## src/hw/rtl/nmz_pkg.sv

```systemverilog
// Shared types and constants for the sensor min/max normalizer.
`timescale 1ns / 1ps

package nmz_pkg;

   localparam int LEVEL_W = 10;            // resolution, threshold and level width
   localparam int CH_W    = 3;             // channel field width
   localparam int IND_W   = 8;             // indicator pattern width
   localparam int ADDR_W  = 3;             // register byte address width
   localparam int DATA_W  = 32;            // register data width
   localparam int CNT_W   = $clog2(LEVEL_W);

   localparam logic [LEVEL_W-1:0] RESOLUTION_RESET = 10'd100;
   localparam logic [LEVEL_W-1:0] THRESHOLD_RESET  = 10'd60;

   typedef enum logic [0:0] {
      REG_RESOLUTION = 1'b0,
      REG_THRESHOLD  = 1'b1
   } reg_idx_type;

   typedef enum logic [3:0] {
      ST_IDLE,
      ST_MAX,
      ST_MIN,
      ST_SPAN,
      ST_DIFF,
      ST_MUL,
      ST_DIV,
      ST_THR,
      ST_DONE
   } state_type;

   typedef struct packed {
      logic [LEVEL_W-1:0] resolution;
      logic [LEVEL_W-1:0] threshold;
   } cfg_type;

endpackage

```

## src/hw/rtl/nmz_csr.sv

```systemverilog
// APB-style register file holding resolution and threshold.
`timescale 1ns / 1ps

module nmz_csr (
   input  logic                        clock,
   input  logic                        reset,
   input  logic                        psel,
   input  logic                        penable,
   input  logic                        pwrite,
   input  logic [nmz_pkg::ADDR_W-1:0]  paddr,
   input  logic [nmz_pkg::DATA_W-1:0]  pwdata,
   output logic [nmz_pkg::DATA_W-1:0]  prdata,
   output logic                        pready,
   output nmz_pkg::cfg_type            cfg
);

   logic [nmz_pkg::LEVEL_W-1:0] res_ff, res_in;
   logic [nmz_pkg::LEVEL_W-1:0] thr_ff, thr_in;
   nmz_pkg::reg_idx_type        idx;
   logic                        wr_en;

   assign idx    = nmz_pkg::reg_idx_type'(paddr[2]);
   assign wr_en  = psel && penable && pwrite;
   assign pready = 1'b1;

   always_comb begin
      res_in = res_ff;
      thr_in = thr_ff;
      prdata = '0;
      unique case (idx)
         nmz_pkg::REG_RESOLUTION: begin
            prdata = nmz_pkg::DATA_W'(res_ff);
            if (wr_en) res_in = pwdata[nmz_pkg::LEVEL_W-1:0];
         end
         nmz_pkg::REG_THRESHOLD: begin
            prdata = nmz_pkg::DATA_W'(thr_ff);
            if (wr_en) thr_in = pwdata[nmz_pkg::LEVEL_W-1:0];
         end
         default: prdata = '0;
      endcase
   end

   always_ff @(posedge clock) begin
      if (reset) begin
         res_ff <= nmz_pkg::RESOLUTION_RESET;
         thr_ff <= nmz_pkg::THRESHOLD_RESET;
      end else begin
         res_ff <= res_in;
         thr_ff <= thr_in;
      end
   end

   assign cfg.resolution = res_ff;
   assign cfg.threshold  = thr_ff;

endmodule

```

## src/hw/rtl/nmz_alu.sv

```systemverilog
// Shared subtract/compare unit: difference and borrow of two unsigned operands.
`timescale 1ns / 1ps

module nmz_alu #(
   parameter int W = 11
) (
   input  logic [W-1:0] op_a,
   input  logic [W-1:0] op_b,
   output logic [W-1:0] diff,
   output logic         borrow
);

   // borrow set means op_a < op_b
   assign {borrow, diff} = {1'b0, op_a} - {1'b0, op_b};

endmodule

```

## src/hw/rtl/nmz_core.sv

```systemverilog
// Sequencer, min/max store and datapath around the shared subtractor.
`timescale 1ns / 1ps

module nmz_core #(
   parameter int CHANNELS    = 8,
   parameter int SAMPLE_BITS = 10
) (
   input  logic                          clock,
   input  logic                          reset,
   input  nmz_pkg::cfg_type              cfg,
   input  logic                          req_valid,
   output logic                          req_ready,
   input  logic [nmz_pkg::CH_W-1:0]      req_channel,
   input  logic [SAMPLE_BITS-1:0]        req_sample,
   output logic                          rsp_valid,
   input  logic                          rsp_ready,
   output logic [nmz_pkg::CH_W-1:0]      rsp_result_channel,
   output logic [nmz_pkg::LEVEL_W-1:0]   rsp_level,
   output logic                          rsp_line_seen,
   output logic [nmz_pkg::IND_W-1:0]     rsp_indicator_pattern,
   output logic                          rsp_span_zero
);

   localparam int LW       = nmz_pkg::LEVEL_W;
   localparam int CH_IDX_W = (CHANNELS > 1) ? $clog2(CHANNELS) : 1;
   localparam int CMP_W    = ((CH_IDX_W > nmz_pkg::CH_W) ? CH_IDX_W : nmz_pkg::CH_W) + 1;
   localparam int UNIT_W   = (SAMPLE_BITS + 1 > LW) ? SAMPLE_BITS + 1 : LW;
   localparam int PROD_W   = LW + SAMPLE_BITS;

   nmz_pkg::state_type state_ff, state_in;

   logic [SAMPLE_BITS-1:0] max_ff [CHANNELS];
   logic [SAMPLE_BITS-1:0] min_ff [CHANNELS];
   logic                   upd_en;

   logic [nmz_pkg::CH_W-1:0]  ch_ff, ch_in;
   logic [SAMPLE_BITS-1:0]    smp_ff, smp_in;
   logic [SAMPLE_BITS-1:0]    hi_ff, hi_in;
   logic [SAMPLE_BITS-1:0]    lo_ff, lo_in;
   logic [SAMPLE_BITS-1:0]    span_ff, span_in;
   logic [SAMPLE_BITS-1:0]    diff_ff, diff_in;
   logic [SAMPLE_BITS-1:0]    rem_ff, rem_in;
   logic [LW-1:0]             quo_ff, quo_in;   // low numerator bits, then quotient
   logic [nmz_pkg::CNT_W-1:0] cnt_ff, cnt_in;
   logic                      seen_ff, seen_in;
   logic                      zero_ff, zero_in;
   logic [nmz_pkg::IND_W-1:0] ind_ff, ind_in;

   logic                      rsp_valid_ff, rsp_valid_in;
   logic [nmz_pkg::CH_W-1:0]  rsp_ch_ff, rsp_ch_in;
   logic [LW-1:0]             rsp_level_ff, rsp_level_in;
   logic                      rsp_seen_ff, rsp_seen_in;
   logic [nmz_pkg::IND_W-1:0] rsp_ind_ff, rsp_ind_in;
   logic                      rsp_zero_ff, rsp_zero_in;

   logic [CMP_W-1:0]       ch_ext;
   logic                   in_range;
   logic [CH_IDX_W-1:0]    idx;
   logic [SAMPLE_BITS-1:0] max_rd;
   logic [SAMPLE_BITS-1:0] min_rd;
   logic [SAMPLE_BITS:0]   trial;
   logic [PROD_W-1:0]      prod;
   logic                   out_free;

   logic [UNIT_W-1:0] alu_a, alu_b, alu_diff;
   logic              alu_borrow;

   nmz_alu #(.W(UNIT_W)) u_alu (
      .op_a   (alu_a),
      .op_b   (alu_b),
      .diff   (alu_diff),
      .borrow (alu_borrow)
   );

   assign ch_ext   = CMP_W'(ch_ff);
   assign in_range = ch_ext < CMP_W'(CHANNELS);
   assign idx      = in_range ? ch_ext[CH_IDX_W-1:0] : '0;
   assign max_rd   = max_ff[idx];
   assign min_rd   = min_ff[idx];
   assign trial    = {rem_ff, quo_ff[LW-1]};
   assign prod     = PROD_W'(cfg.resolution) * PROD_W'(diff_ff);
   assign out_free = !rsp_valid_ff || rsp_ready;
   assign req_ready = (state_ff == nmz_pkg::ST_IDLE);

   always_comb begin
      state_in     = state_ff;
      ch_in        = ch_ff;
      smp_in       = smp_ff;
      hi_in        = hi_ff;
      lo_in        = lo_ff;
      span_in      = span_ff;
      diff_in      = diff_ff;
      rem_in       = rem_ff;
      quo_in       = quo_ff;
      cnt_in       = cnt_ff;
      seen_in      = seen_ff;
      zero_in      = zero_ff;
      ind_in       = ind_ff;
      upd_en       = 1'b0;
      alu_a        = '0;
      alu_b        = '0;
      rsp_valid_in = rsp_valid_ff && !rsp_ready;
      rsp_ch_in    = rsp_ch_ff;
      rsp_level_in = rsp_level_ff;
      rsp_seen_in  = rsp_seen_ff;
      rsp_ind_in   = rsp_ind_ff;
      rsp_zero_in  = rsp_zero_ff;

      unique case (state_ff)
         nmz_pkg::ST_IDLE: begin
            if (req_valid) begin
               ch_in    = req_channel;
               smp_in   = req_sample;
               quo_in   = '0;
               seen_in  = 1'b0;
               zero_in  = 1'b0;
               state_in = nmz_pkg::ST_MAX;
            end
         end
         nmz_pkg::ST_MAX: begin
            alu_a = UNIT_W'(max_rd);
            alu_b = UNIT_W'(smp_ff);
            hi_in = alu_borrow ? smp_ff : max_rd;
            state_in = in_range ? nmz_pkg::ST_MIN : nmz_pkg::ST_DONE;
         end
         nmz_pkg::ST_MIN: begin
            alu_a    = UNIT_W'(smp_ff);
            alu_b    = UNIT_W'(min_rd);
            lo_in    = alu_borrow ? smp_ff : min_rd;
            upd_en   = 1'b1;
            state_in = nmz_pkg::ST_SPAN;
         end
         nmz_pkg::ST_SPAN: begin
            alu_a   = UNIT_W'(hi_ff);
            alu_b   = UNIT_W'(lo_ff);
            span_in = alu_diff[SAMPLE_BITS-1:0];
            zero_in = (span_in == '0);
            state_in = zero_in ? nmz_pkg::ST_THR : nmz_pkg::ST_DIFF;
         end
         nmz_pkg::ST_DIFF: begin
            alu_a    = UNIT_W'(hi_ff);
            alu_b    = UNIT_W'(smp_ff);
            diff_in  = alu_diff[SAMPLE_BITS-1:0];
            state_in = nmz_pkg::ST_MUL;
         end
         nmz_pkg::ST_MUL: begin
            // upper part is below span since the quotient fits in LW bits
            rem_in   = prod[PROD_W-1:LW];
            quo_in   = prod[LW-1:0];
            cnt_in   = '0;
            state_in = nmz_pkg::ST_DIV;
         end
         nmz_pkg::ST_DIV: begin
            alu_a  = UNIT_W'(trial);
            alu_b  = UNIT_W'(span_ff);
            rem_in = alu_borrow ? trial[SAMPLE_BITS-1:0] : alu_diff[SAMPLE_BITS-1:0];
            quo_in = {quo_ff[LW-2:0], !alu_borrow};
            cnt_in = cnt_ff + 1'b1;
            if (cnt_ff == nmz_pkg::CNT_W'(LW - 1)) state_in = nmz_pkg::ST_THR;
         end
         nmz_pkg::ST_THR: begin
            alu_a   = UNIT_W'(quo_ff);
            alu_b   = UNIT_W'(cfg.threshold);
            seen_in = !alu_borrow;
            ind_in[ch_ff] = alu_borrow;   // active low
            state_in = nmz_pkg::ST_DONE;
         end
         nmz_pkg::ST_DONE: begin
            if (out_free) begin
               rsp_valid_in = 1'b1;
               rsp_ch_in    = ch_ff;
               rsp_level_in = quo_ff;
               rsp_seen_in  = seen_ff;
               rsp_ind_in   = ind_ff;
               rsp_zero_in  = zero_ff;
               state_in     = nmz_pkg::ST_IDLE;
            end
         end
         default: state_in = nmz_pkg::ST_IDLE;
      endcase
   end

   always_ff @(posedge clock) begin
      if (reset) begin
         state_ff     <= nmz_pkg::ST_IDLE;
         rsp_valid_ff <= 1'b0;
         ind_ff       <= '0;
      end else begin
         state_ff     <= state_in;
         rsp_valid_ff <= rsp_valid_in;
         ind_ff       <= ind_in;
      end
   end

   always_ff @(posedge clock) begin
      if (reset) begin
         for (int i = 0; i < CHANNELS; i++) begin
            max_ff[i] <= '0;
            min_ff[i] <= '1;
         end
      end else if (upd_en) begin
         max_ff[idx] <= hi_ff;
         min_ff[idx] <= lo_in;
      end
   end

   always_ff @(posedge clock) begin
      ch_ff        <= ch_in;
      smp_ff       <= smp_in;
      hi_ff        <= hi_in;
      lo_ff        <= lo_in;
      span_ff      <= span_in;
      diff_ff      <= diff_in;
      rem_ff       <= rem_in;
      quo_ff       <= quo_in;
      cnt_ff       <= cnt_in;
      seen_ff      <= seen_in;
      zero_ff      <= zero_in;
      rsp_ch_ff    <= rsp_ch_in;
      rsp_level_ff <= rsp_level_in;
      rsp_seen_ff  <= rsp_seen_in;
      rsp_ind_ff   <= rsp_ind_in;
      rsp_zero_ff  <= rsp_zero_in;
   end

   assign rsp_valid             = rsp_valid_ff;
   assign rsp_result_channel    = rsp_ch_ff;
   assign rsp_level             = rsp_level_ff;
   assign rsp_line_seen         = rsp_seen_ff;
   assign rsp_indicator_pattern = rsp_ind_ff;
   assign rsp_span_zero         = rsp_zero_ff;

   a_rem_below_span: assert property (@(posedge clock) disable iff (reset)
      (state_ff == nmz_pkg::ST_DIV) |-> (rem_ff < span_ff))
      else $error("division remainder not below span");

   a_zero_span_level: assert property (@(posedge clock) disable iff (reset)
      (rsp_valid_ff && rsp_zero_ff) |-> (rsp_level_ff == '0))
      else $error("zero span with nonzero level");

   a_level_in_scale: assert property (@(posedge clock) disable iff (reset)
      rsp_valid_ff |-> (rsp_level_ff <= cfg.resolution))
      else $error("level above resolution");

   a_seen_clears_bit: assert property (@(posedge clock) disable iff (reset)
      (rsp_valid_ff && rsp_seen_ff) |-> !rsp_ind_ff[rsp_ch_ff])
      else $error("line seen but indicator bit set");

endmodule

```

## src/hw/rtl/sensor_minmax_normalizer.sv

```systemverilog
// Top level of the per-channel min/max reflectance normalizer.
`timescale 1ns / 1ps
//
//  channel | ports                                           | role
//  --------+-------------------------------------------------+-------------------------------
//  req     | req_valid/req_ready, req_channel, req_sample    | one raw sample per transfer
//  rsp     | rsp_valid/rsp_ready, rsp_result_channel,        | one result per transfer
//          | rsp_level, rsp_line_seen, rsp_indicator_pattern,|
//          | rsp_span_zero                                   |
//  csr     | psel, penable, pwrite, paddr, pwdata, prdata,   | 0x0 resolution, 0x4 threshold
//          | pready                                          |
//
//  Sequence: a zero-span sample skips distance, product and division; a
//  channel at or above CHANNELS goes from the max compare to the result. The
//  ten restoring-division steps use the one shared subtractor, which also does
//  the max/min compares, span and distance subtracts and the threshold
//  compare; the product resolution*(max-sample) is registered first.
//  Reset: synchronous, active high; min/max tables, indicator and registers
//  return to their reset values at once, no clearing pass.
//  Stalls: the result sits in an output register; a new sample is taken while
//  it waits, and the sequencer only holds in its final step if the previous
//  result has still not been taken.
//
module sensor_minmax_normalizer #(
   parameter int CHANNELS    = 8,
   parameter int SAMPLE_BITS = 10
) (
   input  logic                          clock,
   input  logic                          reset,
   input  logic                          req_valid,
   output logic                          req_ready,
   input  logic [nmz_pkg::CH_W-1:0]      req_channel,
   input  logic [SAMPLE_BITS-1:0]        req_sample,
   output logic                          rsp_valid,
   input  logic                          rsp_ready,
   output logic [nmz_pkg::CH_W-1:0]      rsp_result_channel,
   output logic [nmz_pkg::LEVEL_W-1:0]   rsp_level,
   output logic                          rsp_line_seen,
   output logic [nmz_pkg::IND_W-1:0]     rsp_indicator_pattern,
   output logic                          rsp_span_zero,
   input  logic                          psel,
   input  logic                          penable,
   input  logic                          pwrite,
   input  logic [nmz_pkg::ADDR_W-1:0]    paddr,
   input  logic [nmz_pkg::DATA_W-1:0]    pwdata,
   output logic [nmz_pkg::DATA_W-1:0]    prdata,
   output logic                          pready
);

   nmz_pkg::cfg_type cfg;

   // register file; the user must ensure config only changes while the core is idle; the block has no check for it
   nmz_csr u_csr (
      .clock   (clock),
      .reset   (reset),
      .psel    (psel),
      .penable (penable),
      .pwrite  (pwrite),
      .paddr   (paddr),
      .pwdata  (pwdata),
      .prdata  (prdata),
      .pready  (pready),
      .cfg     (cfg)
   );

   // sequencer, running min/max per channel and the shared-unit datapath
   nmz_core #(
      .CHANNELS    (CHANNELS),
      .SAMPLE_BITS (SAMPLE_BITS)
   ) u_core (
      .clock                 (clock),
      .reset                 (reset),
      .cfg                   (cfg),
      .req_valid             (req_valid),
      .req_ready             (req_ready),
      .req_channel           (req_channel),
      .req_sample            (req_sample),
      .rsp_valid             (rsp_valid),
      .rsp_ready             (rsp_ready),
      .rsp_result_channel    (rsp_result_channel),
      .rsp_level             (rsp_level),
      .rsp_line_seen         (rsp_line_seen),
      .rsp_indicator_pattern (rsp_indicator_pattern),
      .rsp_span_zero         (rsp_span_zero)
   );

endmodule
```

## config.mk

```make
export PLATFORM = sky130hd
export DESIGN_NAME = sensor_minmax_normalizer
export DESIGN_NICKNAME = d
export VERILOG_FILES = /design/src/hw/rtl/nmz_pkg.sv /design/src/hw/rtl/nmz_csr.sv /design/src/hw/rtl/nmz_alu.sv /design/src/hw/rtl/nmz_core.sv /design/src/hw/rtl/sensor_minmax_normalizer.sv
export SDC_FILE = /design/constraint.sdc
export NUM_CORES = 1
export LEC_CHECK = 0
export ABC_AREA = 1
export ABC_CLOCK_PERIOD_IN_PS = 5500
export BUFFER_PORTS_ARGS = -buffer_cell sky130_fd_sc_hd__buf_2
export CORE_ASPECT_RATIO = 1.5
export CORE_UTILIZATION = 26
export CTS_CLUSTER_SIZE = 16
export DETAILED_ROUTE_END_ITERATION = 8
export PLACE_DENSITY = 0.4
export SLEW_MARGIN = 10
export SYNTH_ARGS = -nofsm -noshare
export SYNTH_HDL_FRONTEND = slang
export SYNTH_SLANG_ARGS = --single-unit
export TNS_END_PERCENT = 50
```

## constraint.sdc

```tcl
create_clock -name clock -period 5.5 [get_ports clock]
set_input_delay 0.55 -clock clock [delete_from_list [all_inputs] [get_ports clock]]
set_output_delay 0.55 -clock clock [all_outputs]
set_load 0.05 [all_outputs]
```

## After elaboration in Yosys (flattened, before gate mapping)

Memories as Yosys holds them, arrays and structs flattened.
Cells that the tools add are included.

| storage, ports and cells | value |
|---|---|
| output and inout port bits | 58 |
| bits in read-only memories | 0 |
| register bits | 135 |
| memories kept | 2 |
| bits in writable memories | 160 |
| latch bits | 0 |

Memories:

| name | words | bits a word | rd ports | clocked after memory_dff | write ports | RTL line | RTL |
|---|---|---|---|---|---|---|---|
| u_core.max_ff | 8 | 10 | 1 | 0 | 8 | nmz_core.sv:32 | `logic [SAMPLE_BITS-1:0] max_ff [CHANNELS];` |
| u_core.min_ff | 8 | 10 | 1 | 0 | 8 | nmz_core.sv:33 | `logic [SAMPLE_BITS-1:0] min_ff [CHANNELS];` |

| cells by class | value |
|---|---|
| divide/modulo/power cells | 0 |
| bitwise logic cells | 1 |
| mux-type cells | 38 |
| shifts and indexed selects | 0 |
| reduce and logical (&&, ||, !) cells | 26 |
| eq/ne operators | 12 |
| multiply operators | 1 |
| add/subtract/negate cells | 2 |
| magnitude comparators | 3 |

Operators by type and width:

| kind | count |
|---|---|
| $mux 10 | 7 |
| $pmux 32 s2 | 1 |
| $pmux 11 s5 | 1 |
| $pmux 10 s5 | 1 |
| $pmux 4 s9 | 1 |
| $pmux 10 s3 | 1 |
| $mul 10x10->20 | 1 |
| $pmux 10 s2 | 1 |
| $reduce_or 10->1 | 2 |
| $eq 4x3->1 const B | 4 |
| $mux 4 | 4 |
| $reduce_and 2->1 | 7 |
| $mux 1 | 12 |
| $sub 11x10->12 | 1 |
| $logic_not 10->1 | 1 |
| $mux 3 | 3 |
| $bwmux 8 | 1 |
| $eq 4x2->1 const B | 2 |
| $eq 4x4->1 const B | 2 |
| $lt 3x4->1 const B | 2 |
| $pmux 4 s2 | 1 |
| $reduce_bool 2->1 | 3 |
| $add 4x1->4 const B | 1 |
| $eq 4x1->1 const B | 1 |
| 14 further kinds | 22 |

## Depth between registers and ports, before layout

An unclocked memory read counts as a cell.

| logic depth | value |
|---|---|
| word-level depth | 8 |
| mapped depth | 26 |
| gate-level depth less buffers | 25 |

## By module

From an unflattened synthesis, not the netlist that was laid out.

| unflattened totals | value |
|---|---|
| cell total of the unflattened synthesis | 1974 |
| area, all modules | 17504.3 um2 |

Modules (own cells, without submodules):

| module | cells an instance | area each (um2) | seq. area each (um2) | instances |
|---|---|---|---|---|
| nmz_core | 1673 | 15693.8 | 8027.7 | 1 |
| nmz_csr | 172 | 1168.6 | 400.4 | 1 |
| nmz_alu | 129 | 641.9 | 0.0 | 1 |

## Least setup slack after synthesis

Ideal clock, no wire load.

| path | value |
|---|---|
| path kind | register to register |
| start point | reg u_csr.res_ff[6] (netlist name) |
| end point | reg u_core.rem_ff[5], data pin |
| stages on the path, launching flop included | 20 |
| data arrival time | 4421 ps |
| period minus slack after synthesis | 4679 ps |
| required time | 5242 ps |
| path buffers | 1 |
| setup time | 258 ps |
| setup slack | 821 ps |
| path through | dfxtp_1 > clkbuf_1 > nand2_1 > fa_1 > inv_1 > fa_1 > inv_1 > fa_1 > fa_1 > inv_1 > fa_1 > ha_1 > nand2_1 > inv_1 > a21boi_0 > nand2_1 > nand3_1 > nand3_1 > nand3_1 > nand2_1 |

| on the way | value |
|---|---|
| word-level cells in the longest chain between the ends | 2 |

RTL lines:

| what | RTL line | RTL |
|---|---|---|
| start: declaration | nmz_csr.sv:17 | `logic [nmz_pkg::LEVEL_W-1:0] res_ff, res_in;` |
| start signal: assignment | nmz_csr.sv:45 | `res_ff <= nmz_pkg::RESOLUTION_RESET;` |
| start signal: assignment | nmz_csr.sv:48 | `res_ff <= res_in;` |
| $mul 10x10->20 | nmz_core.sv:81 | `assign prod = PROD_W'(cfg.resolution) * PROD_W'(diff_ff);` |
| $pmux 10 s2 | nmz_core.sv:109 | `unique case (state_ff)` |
| net u_core.rem_in[5] | nmz_core.sv:42 | `logic [SAMPLE_BITS-1:0] rem_ff, rem_in;` |
| end signal: assignment | nmz_core.sv:214 | `rem_ff <= rem_in;` |
| end: declaration | nmz_core.sv:42 |  |

The timed path passes the listed nets, and every way through them passes these cells.
A chain may end at the register's enable or synchronous reset.

## Worst setup path in the final report

| path | value |
|---|---|
| start point | reg u_csr.res_ff[9] (netlist name) |
| end point | reg u_core.rem_ff[5], data pin |

Same word-level chain as after synthesis.

==> summary.txt <==
Placed design
  – Post-DP HPWL: 42,400 µm
  – Count of input and output buffers: 65
  – Placed cell count: about 2,700
  – Gpl congestion: 0.860

Power and ir drop
  – Power density over cell area: just under 600 nW/µm²
  – LEAKAGE: 8.39 nW
  – Sequential power share: 27.2%
  – Internal power: 0.00587 W
  – Switching Share: between 40% and 50%
  – Net Sw Power: 0.00557 W
  – Part of the power in the clock network: 20.7%
  – Peak supply drop: 557 µV
  – Combinational share of power: between 50% and 60%

Synthesis
  – Share of the synthesized area in the top cell type: between 40 and 50%
  – Synth Register Bits: ~300
  – Ys flop type: edfxtp_1
  – Syn_area_per_cell: 9.19 µm²
  – Synth area leader: edfxtp_1
  – Synth area leaders: edfxtp_1 45%, nand2_1 11%, fa_1 7.5%, inv_1 5.5%, dfxtp_1 5.1%
  – Most common cell in the synthesized netlist: nand2_1
  – Synth Instances: 1,827
  – Post-synth EDFFs: around 250
  – Post-Syn Area: 16,800 µm²
  – Yosys cell types: 51
  – Commonest cells post-synth: 472 x nand2_1, 252 x edfxtp_1, 246 x inv_1
  – Sequential fraction of the synthesis area: 50.2%
  – Warning count from the yosys run: 0
  – Synth async-reset ratio: 0%

STA
  – Tmin final: 5.10 ns
  – Crit share post-route: 92.8%
  – RSZ-0062 raised after global routing: no
  – Setup TNS: 0 ns
  – F_max: 0.196 GHz
  – Slew @ Worst Pin: 0.948 ns
  – Hold WS: 0.166 ns
  – Skew final: 0.0359 ns
  – Worst slew margin: roughly 37%
  – Setup violators final: 0
  – Final hold vios: 0
  – Final Max Tran Viols: 0

Finish
  – Fillers: between 6,000 and 7,000
  – Layout cells sized above 1: between 10% and 20%
  – Layout area overhead: 14.8%
  – Layout Nets: 2,093
  – Cell Count, Final, Fillers Out: about 2,700
  – Antenna diodes: 0

Global routing
  – GR Overflow Total: 0
  – First-pass GRT wire length: 85,700 µm
  – Tot GR Track Use: ~18%
  – Vias in the first global route: 13,400
  – Initial antenna violation count: 0
  – Largest net degree at the start of global routing: 44

Routing
  – Detail Route Antenna Nets: 0
  – Via density: 4.69
  – DR pass1 iterations: 5
  – Routed wire length: between 50,000 and 60,000 µm
  – Via count: 12,800
  – DR WL/cell: 20.9 µm
  – DRC: 0
  – Initial DRC Count: 659

Floorplanning
  – Initial Util: 26.4%
  – Chip Width: 209 µm
  – Std-Cell Rows: 113
  – I/O pin cnt: 113
  – Die Ht: 313 µm
  – Die area: 65,600 µm²
  – Core Footprint: between 60,000 and 70,000 µm²

Setup path
  – CP Class: reg -> reg
  – Reg2reg start: u_csr.res_ff[9]
  – CP endpoint kind: flip-flop
  – Worst setup SP type: flip-flop
  – Setup crit start: u_csr.res_ff[9]
  – CP required: around 5.8 ns
  – CP arrival: around 5.4 ns
  – Critical Path Fanout Max: 12

Clocking
  – CTS tree: yes
  – Clock Tree Buf Depth: 3
  – CTS Sinks: 295
  – Inserted Clock Buffers: 34
  – Hold Buf Count CTS: 0
  – Root Driver: clkbuf_16
  – Worst-skew pair later-pin latency: 0.56 ns
  – CTS clk-pin slew, worst paths: 0.06 ns
  – Htree depth: 2

Run status
  – Status: completed

Worst hold path
  – Worst Hold Class: in -> reg
  – Hold path start: req_sample[1]

Flow run
  – # Max-Cap Violations: 0
## timing repair
| item | in CTS | in global routing |
|---|---|---|
| setup endpoints to repair | 0 | 1 |
| gates resized for setup | 0 | 1 |
| endpoints found under the hold margin | 0 | 0 |
| setup buffers | 0 | 0 |
## kinds of logic (layout without fill, tap and decap cells)
group | count (synthesis) | after routing | synth area share [%]
flops | 295 | 295 | 50.2
compound gates | 194 | 194 | 7.26
other cells | 2 | 23 | 0.0447
buf+inv | 353 | 437 | 8.62
simple gates | 846 | 846 | 21.0
fa+ha+maj | 131 | 131 | 12.6
xor+xnor | 6 | 6 | 0.313
## sequential cells by signal, indices dropped and copies added, names as in the netlist
signal and count:
u_core.ch_ff 3, u_core.cnt_ff 4, u_core.diff_ff 10, u_core.hi_ff 10
u_core.ind_ff 8, u_core.lo_ff 10, u_core.max_ff 80, u_core.min_ff 80
u_core.quo_ff 10, u_core.rem_ff 10, u_core.rsp_indicator_pattern 8, u_core.rsp_level 10
u_core.rsp_line_seen 1, u_core.rsp_result_channel 3, u_core.rsp_span_zero 1, u_core.rsp_valid 1
u_core.seen_ff 1, u_core.smp_ff 10, u_core.span_ff 10, u_core.state_ff 4
u_core.zero_ff 1, u_csr.res_ff 10, u_csr.thr_ff 10
## routing by layer
layer | wire length (µm) | part of all wire [%] | vias up | track usage (%)
li1 | - | - | 6136 | -
met5 | 0 | 0 | - | 0
met1 | 22700 | 40 | 6397 | 20.2
met2 | 31300 | 55 | 245 | 34.2
met4 | 1630 | 2.9 | 0 | 5.46
met3 | 1700 | 3.0 | 71 | 1.86
## power groups by stage
stage                     clock network (W)  logic [W]  registers (W)
after floorplan                           0    0.00404        0.00303
after global placement                    0    0.00598        0.00316
after detailed placement                  0    0.00597        0.00316
after CTS                           0.00244    0.00600        0.00311
after global routing                0.00250    0.00662        0.00313
final                               0.00237    0.00595        0.00311
## stage by stage
stage / cell area (µm²) / worst slack, ns / utilization (%) / total power, W
6_report: 19300 / 0.397 / 30.3 / 0.0114
5_1_grt: 19300 / 0.0937 / 30.3 / 0.0122
4_1_cts: 19300 / 0.321 / 30.3 / 0.0116
3_5_place_dp: 18100 / 0.363 / 28.5 / 0.00913
3_3_place_gp: 18100 / 0.421 / 28.5 / 0.00914
2_1_floorplan: 16900 / 0.821 / - / 0.00707
## cell type report
class	count	area, µm²	area share [%]
clock buffers	46	937	4.86
clock inverters	15	191	0.993
inverters	259	975	5.06
multi-input cells	1200	7000	36.3
flip-flops and latches	295	8430	43.7
well taps	805	1010	5.23
repair buffers	117	728	3.78
## critical path, cell delays in order, from the launching register on
cell	delay [ns]
dfxtp_1	0.73
nand2_1	0.16
fa_1	0.52
inv_1	0.06
fa_1	0.56
fa_1	0.46
fa_1	0.57
ha_1	0.33
ha_1	0.36
a21oi_1	0.25
a21boi_0	0.28
nand2_1	0.16
nand3_1	0.14
nand3_1	0.08
nand3_1	0.10
nand2_1	0.06
## worst paths after layout
path                                        endpoint  slack [ns]  cells after the start
worst min register to register  u_core.rsp_line_seen        0.43                      0
worst min-delay path                u_core.smp_ff[1]        0.17                      1
worst max-delay path                u_core.rem_ff[5]        0.40                     15
worst max register to register      u_core.rem_ff[5]        0.40                     15
## cell usage in the layout (no fill, tap or decap), types with 5 or more instances in the layout
| cell type | instances |
|---|---|
| a21oi_1 | 53 |
| a221oi_1 | 9 |
| a22o_1 | 8 |
| a22oi_1 | 21 |
| buf_2 | 65 |
| buf_4 | 51 |
| clkbuf_1 | 9 |
| clkbuf_16 | 35 |
| clkinv_1 | 7 |
| clkinv_2 | 5 |
| conb_1 | 23 |
| dfxtp_1 | 43 |
| edfxtp_1 | 252 |
| fa_1 | 63 |
| ha_1 | 68 |
| inv_1 | 246 |
| inv_2 | 8 |
| nand2_1 | 472 |
| nand3_1 | 143 |
| nand3b_1 | 7 |
| nand4_1 | 24 |
| nor2_1 | 174 |
| nor3_1 | 5 |
| o2111ai_1 | 7 |
| o21ai_0 | 67 |
| o21ai_4 | 5 |
| o22ai_1 | 9 |
No activity file was read; power rests on OpenSTA's default activity.
